### src/rtl/svpwm_pkg.sv
// ----------------------------------------------------------------------------
// svpwm_pkg
// shared widths, register codes, types and arithmetic helpers
// ----------------------------------------------------------------------------
package svpwm_pkg;

	// field and bus widths
	localparam int unsigned VOLT_W      = 16;
	localparam int unsigned PERIOD_W    = 14;
	localparam int unsigned SQRT3_W     = 15;
	localparam int unsigned DUTY_W      = 14;
	localparam int unsigned CALC_W      = 36;
	localparam int unsigned CFG_IDX_W   = 2;
	localparam int unsigned CFG_DATA_W  = 16;
	localparam int unsigned IN_TDATA_W  = 32;
	localparam int unsigned OUT_TDATA_W = 48;
	localparam int unsigned OUT_PAD_W   = OUT_TDATA_W - 3 * DUTY_W;

	// register indexes
	localparam logic [CFG_IDX_W-1:0] REG_PERIOD = 2'd0;
	localparam logic [CFG_IDX_W-1:0] REG_SQRT3  = 2'd1;

	// register reset values
	localparam logic [PERIOD_W-1:0] PERIOD_RST = 14'd4000;
	localparam logic [SQRT3_W-1:0]  SQRT3_RST  = 15'd6927;

	// scaling shifts: divide by 262144 and by 131072
	localparam int unsigned HALF_SHIFT = 18;
	localparam int unsigned FULL_SHIFT = 17;

	localparam int DUTY_MAX = (2 ** DUTY_W) - 1;

	typedef logic signed [CALC_W-1:0] calc_t;
	typedef logic [DUTY_W-1:0] duty_t;

	// per-stage load strobes of the datapath pipeline
	typedef struct packed {
		logic ld_s1;
		logic ld_s2;
		logic ld_s3;
	} pipe_ld_t;

	// which pair of terms drives the sector formula
	typedef enum logic [1:0] {
		MODE_YZ = 2'd0,
		MODE_XZ = 2'd1,
		MODE_YX = 2'd2
	} sector_mode_t;

	// signed divide by 2**sh, truncating toward zero
	function automatic calc_t div_pow2(input calc_t v, input int unsigned sh);
		calc_t bias;
		bias = v[CALC_W-1] ? calc_t'((calc_t'(1) <<< sh) - calc_t'(1)) : '0;
		return (v + bias) >>> sh;
	endfunction

	// clamp to the compare register range
	function automatic duty_t clamp_duty(input calc_t v);
		duty_t r;
		if (v < 0) begin
			r = '0;
		end else if (v > calc_t'(DUTY_MAX)) begin
			r = '1;
		end else begin
			r = v[DUTY_W-1:0];
		end
		return r;
	endfunction

endpackage

### src/rtl/svpwm_three_phase_duty_top.sv
// ----------------------------------------------------------------------------
// svpwm_three_phase_duty_top
// space vector pwm duty calculation, streaming in and out
// ----------------------------------------------------------------------------
// Usage:
//   s_* carries one voltage vector per transaction (alpha, beta), m_* one set
//   of three timer compare values per transaction. cfg_* writes the period
//   (index 0) and the sqrt3-scaled period (index 1); cfg_ready is always high
//   and writes belong in idle time, with nothing in flight.
//   Path: an accepted vector passes the input register, the product
//   register, the x/y/z register and then the output register, which
//   drives m_tvalid.
//   Throughput: one vector per cycle while m_tready stays high, set by the
//   four-register pipeline, each stage refilling in the cycle it drains.
//   Reset clears all stage valid flags and loads the register defaults
//   (period 4000, sqrt3 period 6927); the block is ready right away.
//   A stalled receiver holds the result on m_tdata; the stages behind it
//   keep filling, and s_tready falls only once all of them hold a vector.
// ----------------------------------------------------------------------------
module svpwm_three_phase_duty_top (
	input  logic                                  clk,
	input  logic                                  arst_n,
	// s_tdata: alpha_voltage [15:0], beta_voltage [31:16]
	input  logic                                  s_tvalid,
	output logic                                  s_tready,
	input  logic [svpwm_pkg::IN_TDATA_W-1:0]      s_tdata,
	// m_tdata: duty_a [13:0], duty_b [27:14], duty_c [41:28], zero [47:42]
	output logic                                  m_tvalid,
	input  logic                                  m_tready,
	output logic [svpwm_pkg::OUT_TDATA_W-1:0]     m_tdata,
	input  logic                                  cfg_valid,
	output logic                                  cfg_ready,
	input  logic [svpwm_pkg::CFG_IDX_W-1:0]       cfg_index,
	input  logic [svpwm_pkg::CFG_DATA_W-1:0]      cfg_data
);

	logic [svpwm_pkg::PERIOD_W-1:0] period_q;
	logic [svpwm_pkg::SQRT3_W-1:0]  sqrt3_q;
	svpwm_pkg::pipe_ld_t            ld;
	svpwm_pkg::calc_t               x_s3;
	svpwm_pkg::calc_t               y_s3;
	svpwm_pkg::calc_t               z_s3;
	svpwm_pkg::duty_t               duty_a;
	svpwm_pkg::duty_t               duty_b;
	svpwm_pkg::duty_t               duty_c;
	logic                           v_s1;
	logic                           v_s2;
	logic                           v_s3;
	logic                           out_valid_q;
	logic [svpwm_pkg::OUT_TDATA_W-1:0] out_data_q;
	logic                           rdy_out;
	logic                           rdy_s3;
	logic                           rdy_s2;
	logic                           rdy_s1;
	logic                           ld_out;

	// configuration registers
	svpwm_cfg_regs u_cfg (
		.clk       (clk),
		.arst_n    (arst_n),
		.cfg_valid (cfg_valid),
		.cfg_ready (cfg_ready),
		.cfg_index (cfg_index),
		.cfg_data  (cfg_data),
		.period_q  (period_q),
		.sqrt3_q   (sqrt3_q)
	);

	// per-stage ready: a stage takes new data when empty or draining
	assign rdy_out = !out_valid_q || m_tready;
	assign rdy_s3  = !v_s3 || rdy_out;
	assign rdy_s2  = !v_s2 || rdy_s3;
	assign rdy_s1  = !v_s1 || rdy_s2;

	assign ld.ld_s1 = s_tvalid && rdy_s1;
	assign ld.ld_s2 = v_s1 && rdy_s2;
	assign ld.ld_s3 = v_s2 && rdy_s3;
	assign ld_out   = v_s3 && rdy_out;

	assign s_tready = rdy_s1;

	// stage valid flags
	always_ff @(posedge clk or negedge arst_n) begin
		if (!arst_n) begin
			v_s1        <= 1'b0;
			v_s2        <= 1'b0;
			v_s3        <= 1'b0;
			out_valid_q <= 1'b0;
		end else begin
			v_s1        <= ld.ld_s1 || (v_s1 && !ld.ld_s2);
			v_s2        <= ld.ld_s2 || (v_s2 && !ld.ld_s3);
			v_s3        <= ld.ld_s3 || (v_s3 && !ld_out);
			out_valid_q <= ld_out || (out_valid_q && !m_tready);
		end
	end

	// products and x/y/z terms
	svpwm_prod u_prod (
		.clk           (clk),
		.ld            (ld),
		.alpha_voltage ($signed(s_tdata[15:0])),
		.beta_voltage  ($signed(s_tdata[31:16])),
		.period_cycles (period_q),
		.sqrt3_period  (sqrt3_q),
		.x_s3          (x_s3),
		.y_s3          (y_s3),
		.z_s3          (z_s3)
	);

	// sector formulas and clamp
	svpwm_sector u_sector (
		.x             (x_s3),
		.y             (y_s3),
		.z             (z_s3),
		.period_cycles (period_q),
		.duty_a        (duty_a),
		.duty_b        (duty_b),
		.duty_c        (duty_c)
	);

	// output register
	always_ff @(posedge clk) begin
		if (ld_out) begin
			out_data_q <= {{svpwm_pkg::OUT_PAD_W{1'b0}}, duty_c, duty_b, duty_a};
		end
	end

	assign m_tvalid = out_valid_q;
	assign m_tdata  = out_data_q;

endmodule

### src/rtl/svpwm_cfg_regs.sv
// ----------------------------------------------------------------------------
// svpwm_cfg_regs
// period and sqrt3-scaled period registers behind the config write channel
// ----------------------------------------------------------------------------
module svpwm_cfg_regs (
	input  logic                                clk,
	input  logic                                arst_n,
	input  logic                                cfg_valid,
	output logic                                cfg_ready,
	input  logic [svpwm_pkg::CFG_IDX_W-1:0]     cfg_index,
	input  logic [svpwm_pkg::CFG_DATA_W-1:0]    cfg_data,
	output logic [svpwm_pkg::PERIOD_W-1:0]      period_q,
	output logic [svpwm_pkg::SQRT3_W-1:0]       sqrt3_q
);

	// writes are always taken
	assign cfg_ready = 1'b1;

	// register file, unknown indexes dropped
	always_ff @(posedge clk or negedge arst_n) begin
		if (!arst_n) begin
			period_q <= svpwm_pkg::PERIOD_RST;
			sqrt3_q  <= svpwm_pkg::SQRT3_RST;
		end else if (cfg_valid && cfg_ready) begin
			case (cfg_index)
				svpwm_pkg::REG_PERIOD: period_q <= cfg_data[svpwm_pkg::PERIOD_W-1:0];
				svpwm_pkg::REG_SQRT3:  sqrt3_q  <= cfg_data[svpwm_pkg::SQRT3_W-1:0];
				default: ;
			endcase
		end
	end

endmodule

### src/rtl/svpwm_prod.sv
// ----------------------------------------------------------------------------
// svpwm_prod
// input register, voltage products and the X/Y/Z terms, one stage each
// ----------------------------------------------------------------------------
module svpwm_prod (
	input  logic                                   clk,
	input  svpwm_pkg::pipe_ld_t                    ld,
	input  logic signed [svpwm_pkg::VOLT_W-1:0]    alpha_voltage,
	input  logic signed [svpwm_pkg::VOLT_W-1:0]    beta_voltage,
	input  logic [svpwm_pkg::PERIOD_W-1:0]         period_cycles,
	input  logic [svpwm_pkg::SQRT3_W-1:0]          sqrt3_period,
	output svpwm_pkg::calc_t                       x_s3,
	output svpwm_pkg::calc_t                       y_s3,
	output svpwm_pkg::calc_t                       z_s3
);

	localparam int unsigned UA_W = svpwm_pkg::VOLT_W + svpwm_pkg::SQRT3_W + 1;
	localparam int unsigned BP_W = svpwm_pkg::VOLT_W + svpwm_pkg::PERIOD_W + 1;

	logic signed [svpwm_pkg::VOLT_W-1:0] alpha_s1;
	logic signed [svpwm_pkg::VOLT_W-1:0] beta_s1;
	logic signed [UA_W-1:0]              ua_c;
	logic signed [BP_W-1:0]              bp_c;
	logic signed [UA_W-1:0]              ua_s2;
	logic signed [BP_W-1:0]              bp_s2;
	svpwm_pkg::calc_t                    x_c;
	svpwm_pkg::calc_t                    ua_e;
	svpwm_pkg::calc_t                    y_c;
	svpwm_pkg::calc_t                    z_c;

	// stage 1: input register
	always_ff @(posedge clk) begin
		if (ld.ld_s1) begin
			alpha_s1 <= alpha_voltage;
			beta_s1  <= beta_voltage;
		end
	end

	// stage 2: alpha*sqrt3_period and beta*period
	assign ua_c = alpha_s1 * $signed({1'b0, sqrt3_period});
	assign bp_c = beta_s1 * $signed({1'b0, period_cycles});

	always_ff @(posedge clk) begin
		if (ld.ld_s2) begin
			ua_s2 <= ua_c;
			bp_s2 <= bp_c;
		end
	end

	// stage 3: x = -2*beta*period, y and z halved toward zero
	assign x_c  = -(svpwm_pkg::calc_t'(bp_s2) <<< 1);
	assign ua_e = svpwm_pkg::calc_t'(ua_s2);
	assign y_c  = svpwm_pkg::div_pow2(x_c + ua_e, 1);
	assign z_c  = svpwm_pkg::div_pow2(x_c - ua_e, 1);

	always_ff @(posedge clk) begin
		if (ld.ld_s3) begin
			x_s3 <= x_c;
			y_s3 <= y_c;
			z_s3 <= z_c;
		end
	end

endmodule

### src/rtl/svpwm_sector.sv
// ----------------------------------------------------------------------------
// svpwm_sector
// sector pick from the signs of x, y, z and the three clamped duties
// ----------------------------------------------------------------------------
module svpwm_sector (
	input  svpwm_pkg::calc_t                 x,
	input  svpwm_pkg::calc_t                 y,
	input  svpwm_pkg::calc_t                 z,
	input  logic [svpwm_pkg::PERIOD_W-1:0]   period_cycles,
	output svpwm_pkg::duty_t                 duty_a,
	output svpwm_pkg::duty_t                 duty_b,
	output svpwm_pkg::duty_t                 duty_c
);

	svpwm_pkg::sector_mode_t mode;
	svpwm_pkg::calc_t        quarter;
	svpwm_pkg::calc_t        qx;
	svpwm_pkg::calc_t        qy;
	svpwm_pkg::calc_t        qz;
	svpwm_pkg::calc_t        diff;
	svpwm_pkg::calc_t        ta;
	svpwm_pkg::calc_t        tb;
	svpwm_pkg::calc_t        tc;
	logic                    y_neg;
	logic                    z_neg;
	logic                    x_pos;

	assign quarter = svpwm_pkg::calc_t'(period_cycles[svpwm_pkg::PERIOD_W-1:2]);
	assign qx      = svpwm_pkg::div_pow2(x, svpwm_pkg::FULL_SHIFT);
	assign qy      = svpwm_pkg::div_pow2(y, svpwm_pkg::FULL_SHIFT);
	assign qz      = svpwm_pkg::div_pow2(z, svpwm_pkg::FULL_SHIFT);
	assign y_neg   = y[svpwm_pkg::CALC_W-1];
	assign z_neg   = z[svpwm_pkg::CALC_W-1];
	assign x_pos   = (x > 0);

	// sector decode
	always_comb begin
		if (y_neg) begin
			if (z_neg) begin
				mode = svpwm_pkg::MODE_YZ;
			end else if (!x_pos) begin
				mode = svpwm_pkg::MODE_XZ;
			end else begin
				mode = svpwm_pkg::MODE_YX;
			end
		end else begin
			if (!z_neg) begin
				mode = svpwm_pkg::MODE_YZ;
			end else if (!x_pos) begin
				mode = svpwm_pkg::MODE_YX;
			end else begin
				mode = svpwm_pkg::MODE_XZ;
			end
		end
	end

	// sector formulas
	always_comb begin
		case (mode)
			svpwm_pkg::MODE_YZ: diff = y - z;
			svpwm_pkg::MODE_XZ: diff = x - z;
			svpwm_pkg::MODE_YX: diff = y - x;
			default:            diff = y - z;
		endcase
		ta = quarter + svpwm_pkg::div_pow2(diff, svpwm_pkg::HALF_SHIFT);
		case (mode)
			svpwm_pkg::MODE_XZ: begin
				tb = ta + qz;
				tc = tb - qx;
			end
			svpwm_pkg::MODE_YX: begin
				tc = ta - qy;
				tb = tc + qx;
			end
			default: begin
				tb = ta + qz;
				tc = ta - qy;
			end
		endcase
	end

	assign duty_a = svpwm_pkg::clamp_duty(ta);
	assign duty_b = svpwm_pkg::clamp_duty(tb);
	assign duty_c = svpwm_pkg::clamp_duty(tc);

endmodule

### config.mk
export PLATFORM = sky130hd
export DESIGN_NAME = svpwm_three_phase_duty_top
export DESIGN_NICKNAME = d
export VERILOG_FILES = /design/src/rtl/svpwm_pkg.sv /design/src/rtl/svpwm_three_phase_duty_top.sv /design/src/rtl/svpwm_cfg_regs.sv /design/src/rtl/svpwm_prod.sv /design/src/rtl/svpwm_sector.sv
export SDC_FILE = /design/constraint.sdc
export NUM_CORES = 2
export LEC_CHECK = 0
export BUFFER_PORTS_ARGS = -buffer_cell sky130_fd_sc_hd__buf_2
export CAP_MARGIN = 25
export CORE_UTILIZATION = 35
export CTS_BUF_LIST = sky130_fd_sc_hd__clkbuf_4 sky130_fd_sc_hd__clkbuf_8
export CTS_CLUSTER_DIAMETER = 150
export DETAILED_ROUTE_END_ITERATION = 8
export HOLD_SLACK_MARGIN = 0.06
export PLACE_DENSITY = 0.59
export SYNTH_ARGS = -nofsm -noshare
export SYNTH_HDL_FRONTEND = slang
export SYNTH_SLANG_ARGS = --single-unit
### constraint.sdc
create_clock -name clk -period 12.8 [get_ports clk]
set_clock_uncertainty 0.15 [all_clocks]
set_input_delay 2.56 -clock clk [delete_from_list [all_inputs] [get_ports clk]]
set_output_delay 2.56 -clock clk [all_outputs]
set_load 0.01 [all_outputs]
# Word-level counts from Yosys, hierarchy flattened
# Cells that the tools add are included.
[totals]
reg_bits = 276
input_bits = 55
out_inout_bits = 51
[classes]
n_addsub = 17
mul = 2
order_cmp = 7
n_eq_ne = 3
n_mux = 17
n_reduce_logical = 27
[op_table]
columns = ["operator", "n"]
rows = [
  ["$add 35x18->36", 2],
  ["$add 36x19->36", 2],
  ["$add 36x2->36", 2],
  ["$gt 36x15->1 const B", 2],
  ["$lt 36x1->1 const B", 2],
  ["$mux 36", 2],
  ["$pmux 36 s2", 1],
  ["$mux 17", 3],
  ["$mux 14", 3],
  ["$add 36x18->36", 1],
  ["$add 36x32->36", 1],
  ["$gt 36x1->1 const B", 1],
  ["$neg 32->36", 1],
  ["$sub 35x35->36", 1],
  ["$sub 35x36->36", 1],
  ["$sub 36x19->36", 1],
  ["$sub 36x32->36", 1],
  ["$sub 36x35->36", 1],
  ["$mul 16x16->32", 1],
  ["$mul 16x15->31", 1],
  ["$add 19x19->20", 1],
  ["$sub 19x19->20", 1],
  ["$add 13x18->19", 1],
  ["$gt 19x15->1 const B", 1],
  ["11 further kinds", 39],
]

# Logic depth before layout (Yosys ltp)
[logic_depth]
ltp_word = 14
ltp_mapped = 71
mapped_depth_nobuf = 67

# By module
# From an unflattened synthesis, not the netlist that was laid out.
[unflattened]
hier_cells = 5234
area_unflattened_um2 = 46211.8
[by_module_without_submodules]
columns = ["mod", "n_inst", "cells_each", "area_each_um2", "seq_area_each_um2"]
rows = [
  ["svpwm_prod", 1, 3194, 30479.2, 6005.8],
  ["svpwm_sector", 1, 1911, 13096.3, 0.0],
  ["svpwm_three_phase_duty_top", 1, 65, 1493.9, 1361.3],
  ["svpwm_cfg_regs", 1, 64, 1142.3, 743.2],
]

# Worst setup path before layout
# No wires, ideal clock.
[synth_path]
path_type = "reg2reg"
startpoint = "register u_prod.x_s3[29]"
endpoint = "register out_data_q (netlist bit m_tdata[28]), data pin"
setup_ns = 0.270
t_arrival_ns = 12.939
required_ns = 12.380
path_slack_ns = -0.559
path_stages_with_launch = 69
n_path_buf = 4
synth_period_minus_slack_ns = 13.359
path_cell_list = "edfxtp_1 > nor4_1 > nand4_1 > o31a_1 > clkbuf_1 > o21bai_1 > clkbuf_1 > clkbuf_1 > nor2_1 > a21oi_1 > ha_1 > nor2b_1 > o2111ai_1 > a311oi_2 > o311a_1 > o21ai_1 > a21oi_2 > mux2i_1 > [33 not listed] > a211o_1 > a221o_1 > a31oi_1 > ha_1 > nand4_1 > a21boi_0 > o21ai_0 > a21oi_1 > o21ai_0 > a21oi_1 > o21ai_0 > a21oi_1 > nor2_1 > a211oi_1 > nand4_1 > a22oi_1 > clkbuf_1 > a21oi_1"
[synth_between]
elab_chain_len = 14
[synth_rtl]
columns = ["element", "line", "rtl"]
rows = [
  ["start: declaration", "svpwm_prod.sv:12", "output svpwm_pkg::calc_t x_s3,"],
  ["start signal: assignment", "svpwm_prod.sv:58", "x_s3 <= x_c;"],
  ["$gt 36x1->1", "svpwm_sector.sv:34", "assign x_pos = (x > 0);"],
  ["$mux 2, on equally long branches", "svpwm_sector.sv:49, svpwm_sector.sv:41", ""],
  ["$mux 2, on equally long branches", "svpwm_sector.sv:47, svpwm_sector.sv:39", ""],
  ["$mux 2", "svpwm_sector.sv:38", "if (y_neg) begin"],
  ["$eq 2x2->1 / $eq 2x1->1 (equally long branches)", "svpwm_sector.sv:59, svpwm_sector.sv:66", ""],
  ["$pmux 36 s2", "svpwm_sector.sv:59", "case (mode)"],
  ["$mux 18", "svpwm_pkg.sv:53", "bias = v[CALC_W-1] ? calc_t'((calc_t'(1) <<< sh) - calc_t'(1)) : '0;"],
  ["$add 36x19->36", "svpwm_pkg.sv:54", "return (v + bias) >>> sh;"],
  ["$add 13x18->19", "svpwm_sector.sv:65", "ta = quarter + svpwm_pkg::div_pow2(diff, svpwm_pkg::HALF_SHIFT);"],
  ["$add 19x19->20", "svpwm_sector.sv:68", "tb = ta + qz;"],
  ["$sub 36x19->36", "svpwm_sector.sv:69", "tc = tb - qx;"],
  ["$mux 36 *", "n/a", ""],
  ["$gt 36x15->1", "svpwm_pkg.sv:62", "end else if (v > calc_t'(DUTY_MAX)) begin"],
  ["$mux 14", "svpwm_pkg.sv:62", ""],
  ["end signal: assignment", "svpwm_three_phase_duty_top.sv:124", "out_data_q <= {{svpwm_pkg::OUT_PAD_W{1'b0}}, duty_c, duty_b, duty_a};"],
  ["end: declaration", "svpwm_three_phase_duty_top.sv:50", "logic [svpwm_pkg::OUT_TDATA_W-1:0] out_data_q;"],
]
# Every way passes the cells marked *; elsewhere a longest branch is shown, timed or not.
# A chain may end at the register's enable or synchronous reset.

# Worst setup path in the final report
[layout_path]
startpoint = "register u_prod.x_s3[8]"
endpoint = "register out_data_q (netlist bit m_tdata[33]), data pin"
# Same word-level chain as after synthesis.

==> results.cfg <==
[outcome]
status = complete, but fails checks
violations = setup timing

[clock_network]
tritoncts = yes
cts.clk_slew.worst_paths_ns = 0.06
cts_num_sinks = 275
cts_hold_buf = 0
htree_levels = 2
cts_buffers = 53
clock_latency_ns = 0.75
cts_max_path_buffers = 3
clockRootBuffer = clkbuf_8

[detailed_routing]
wl_mm = 116.2
initialDrtViolationCount = 1850
dr.pass1.iters = 5
drcViolationCount = 0
viasPerCell = 4.972
wl_per_cell_um = 16.62
vias = 34750
ant_nets = 0

[floorplan]
rows = 128
ios = 106
chipWidth_um = 353.4
core-area_mm2 = 0.1220
dieArea_mm2 = 0.1249
start_util_pct = 35.41
fp.dieH_um = 353.4

[worst_setup_path]
cp_common_cell = buf_4
crit_path_max_fanout = 7
crit_slowest_cell = o31a_4
critPathBufInv = 19
critical_path.top_delay_family = compound AO/OA/AOI/OAI gates
path_class = register to register
startpoint_type = register
end_kind = register
crit_required_ns = 13.07
arrival_ns = 13.11
cpPeakStageDelay_ns = 0.43

[layout]
stdcell_count = 6988
final_net_count = 6290
area_growth_pct = 17.15
fill_cells = 12170
drive_gt1_share_pct = 15.48

[placement]
io_buffer_count = 97
dp_cells = 6863
hpwl_mm = 97.22
gp_congestion = 0.9232

[grt]
track_usage_pct = 18.85
grt_max_degree = 83
grt_pass1_wl_mm = 188.0
antenna_found_initial = 10
first_global_vias = 35900
overflow = 0

[sta]
max-slew-margin-rel_pct = 29.84
hold_viol_final = 0
tightest_slew_ns = 1.052
setup_viol = 14
fmax_mhz = 77.89
period_minus_slack_ns = 12.84
final_max_slew_viol_count = 0
setup_ws_ns = -0.03929
rsz0062_at_grt = true
fin_crit_sh_pct = 100.3

[logic_synthesis]
yosysSeqAreaShare_pct = 18.77
synth-async-reset-ratio_pct = 12.00
yosysTopAreaCell = fa_1
synth_ff_type = edfxtp_1
yosysMostFrequentCell = inv_1
yosys_warnings = 0
synth-edff-count = 242
synth_top_area_share_pct = 21.92
syn-cell-area_mm2 = 0.04321
synth_seq_cells = 275
yosys-top-cells-count = inv_1 (753), fa_1 (473), ha_1 (444), nand2_1 (444), nor2_1 (291)
synthCells = 4825
ys_top_cells_by_area = fa_1 (22%), edfxtp_1 (17%), ha_1 (13%)
synth.distinct_cells = 87
postSynthAreaPerCell_um2 = 8.955

[flow_run]
cap_viol_max_count = 0

[min_path]
hold_class = register to register
what timing repair did:
item | 4_1_cts | 5_1_grt
resized for setup | 64 | 41
endpoints found under the hold margin | 0 | 0
setup buffers | 14 | 9
cloned | 3 | 0
pin swaps | 27 | 42
endpoints found under the setup margin | 28 | 28
state kept, by name, indices dropped and copies added, names as in the netlist:
signal           cells
u_prod.bp_s2        31
u_prod.beta_s1      16
u_prod.ua_s2        32
u_prod.y_s3         35
m_tvalid             1
u_cfg.period_q      14
v_s3                 1
v_s2                 1
u_prod.z_s3         35
v_s1                 1
u_prod.x_s3         35
m_tdata             42
u_cfg.sqrt3_q       15
u_prod.alpha_s1     16
layout make-up:
class                      count  area (µm²)  share of cell area [%]
antenna                        2       5.005                0.009888
clock buffer                  71       895.9                   1.770
clock inverter                27       372.9                  0.7366
inverter                     754        2838                   5.606
multi-input combinational   3666       32260                   63.73
sequential                   275        8110                   16.02
tap                         1625        2033                   4.017
timing repair buffer         568        4103                   8.105
placed cells by master, fill, tap and decap left out, types with 25 or more instances in the layout:
| cell type | n |
|---|---|
| buf_2 | 97 |
| or3_1 | 25 |
| nand2b_1 | 41 |
| and3_1 | 35 |
| nor3_1 | 78 |
| xnor2_1 | 274 |
| a31oi_1 | 34 |
| a21o_1 | 82 |
| nor4_1 | 31 |
| o21a_1 | 35 |
| a21oi_1 | 269 |
| nor2_1 | 287 |
| o21bai_1 | 44 |
| nand3_1 | 52 |
| mux2_2 | 30 |
| edfxtp_1 | 242 |
| ha_1 | 438 |
| inv_1 | 751 |
| fa_1 | 472 |
| xor2_1 | 113 |
| and2_1 | 255 |
| buf_4 | 460 |
| o21ai_0 | 164 |
| nand2_1 | 443 |
| a211oi_1 | 32 |
| clkbuf_8 | 58 |
| nand4_1 | 41 |
| nor2b_1 | 36 |
worst reg2reg max path, delay by kind of cell, from the launching register on:
kind	cells	cell delay [ns]
compound gates	33	5.60
xor+xnor	2	0.19
fa+ha+maj	5	1.23
buf+inv	19	2.59
flops	1	0.41
mux	2	0.30
simple gates	14	2.08
worst paths after layout:
kind                                           from  slack, ns  depth (start not counted)                              to
max                        u_prod.x_s3[8]$_DFFE_PP_      -0.04                         75       m_tdata[33]$_SDFFCE_PN0P_
min                                  v_s1$_DFF_PN0_       0.34                          1                  v_s2$_DFF_PN0_
max reg2reg                u_prod.x_s3[8]$_DFFE_PP_      -0.04                         75       m_tdata[33]$_SDFFCE_PN0P_
min reg2reg                          v_s1$_DFF_PN0_       0.34                          1                  v_s2$_DFF_PN0_
max in group asynchronous                    arst_n      10.11                          1   u_cfg.sqrt3_q[14]$_DFFE_PN0P_
min in group asynchronous                    arst_n       1.78                          1  u_cfg.period_q[13]$_DFFE_PN0P_
per-layer routing:
| metal | GRT usage, % | vias up | part of all wire, % |
|---|---|---|---|
| met1 | 24.40 | 16900 | 44 |
| met5 | 0 | - | 0.035 |
| met4 | 5.515 | 6 | 2.9 |
| met2 | 32.89 | 634 | 48 |
| li1 | - | 17050 | - |
| met3 | 2.165 | 159 | 4.4 |
per-stage QoR:
step	worst slack [ns]	cell area, µm²	util (%)	hold slack, ns	setup TNS [ns]
after floorplan	0.001227	43250	-	0.2989	0
after global placement	-0.8277	48660	39.88	0.3097	-16.67
after detailed placement	-0.9006	48660	39.88	0.3242	-18.96
after CTS	0.001382	50370	41.27	0.3497	0
after global routing	-0.8364	50610	41.47	0.3969	-19.52
final	-0.03929	50620	41.48	0.3450	-0.3223
logic make-up (layout without fill, tap and decap cells):
family	count (synthesis)	in the layout	synth area share, %
fa+ha+maj	917	917	34.77
compound gates	860	862	12.77
xor+xnor	395	395	8.155
flops	275	275	18.77
mux	45	45	1.138
simple gates	1440	1440	16.56
other cells	2	9	0.01738
buf+inv	891	1420	7.819
Power is not shown: default switching activity piles up to over one toggle a cycle in this logic, so the estimate is an artifact.
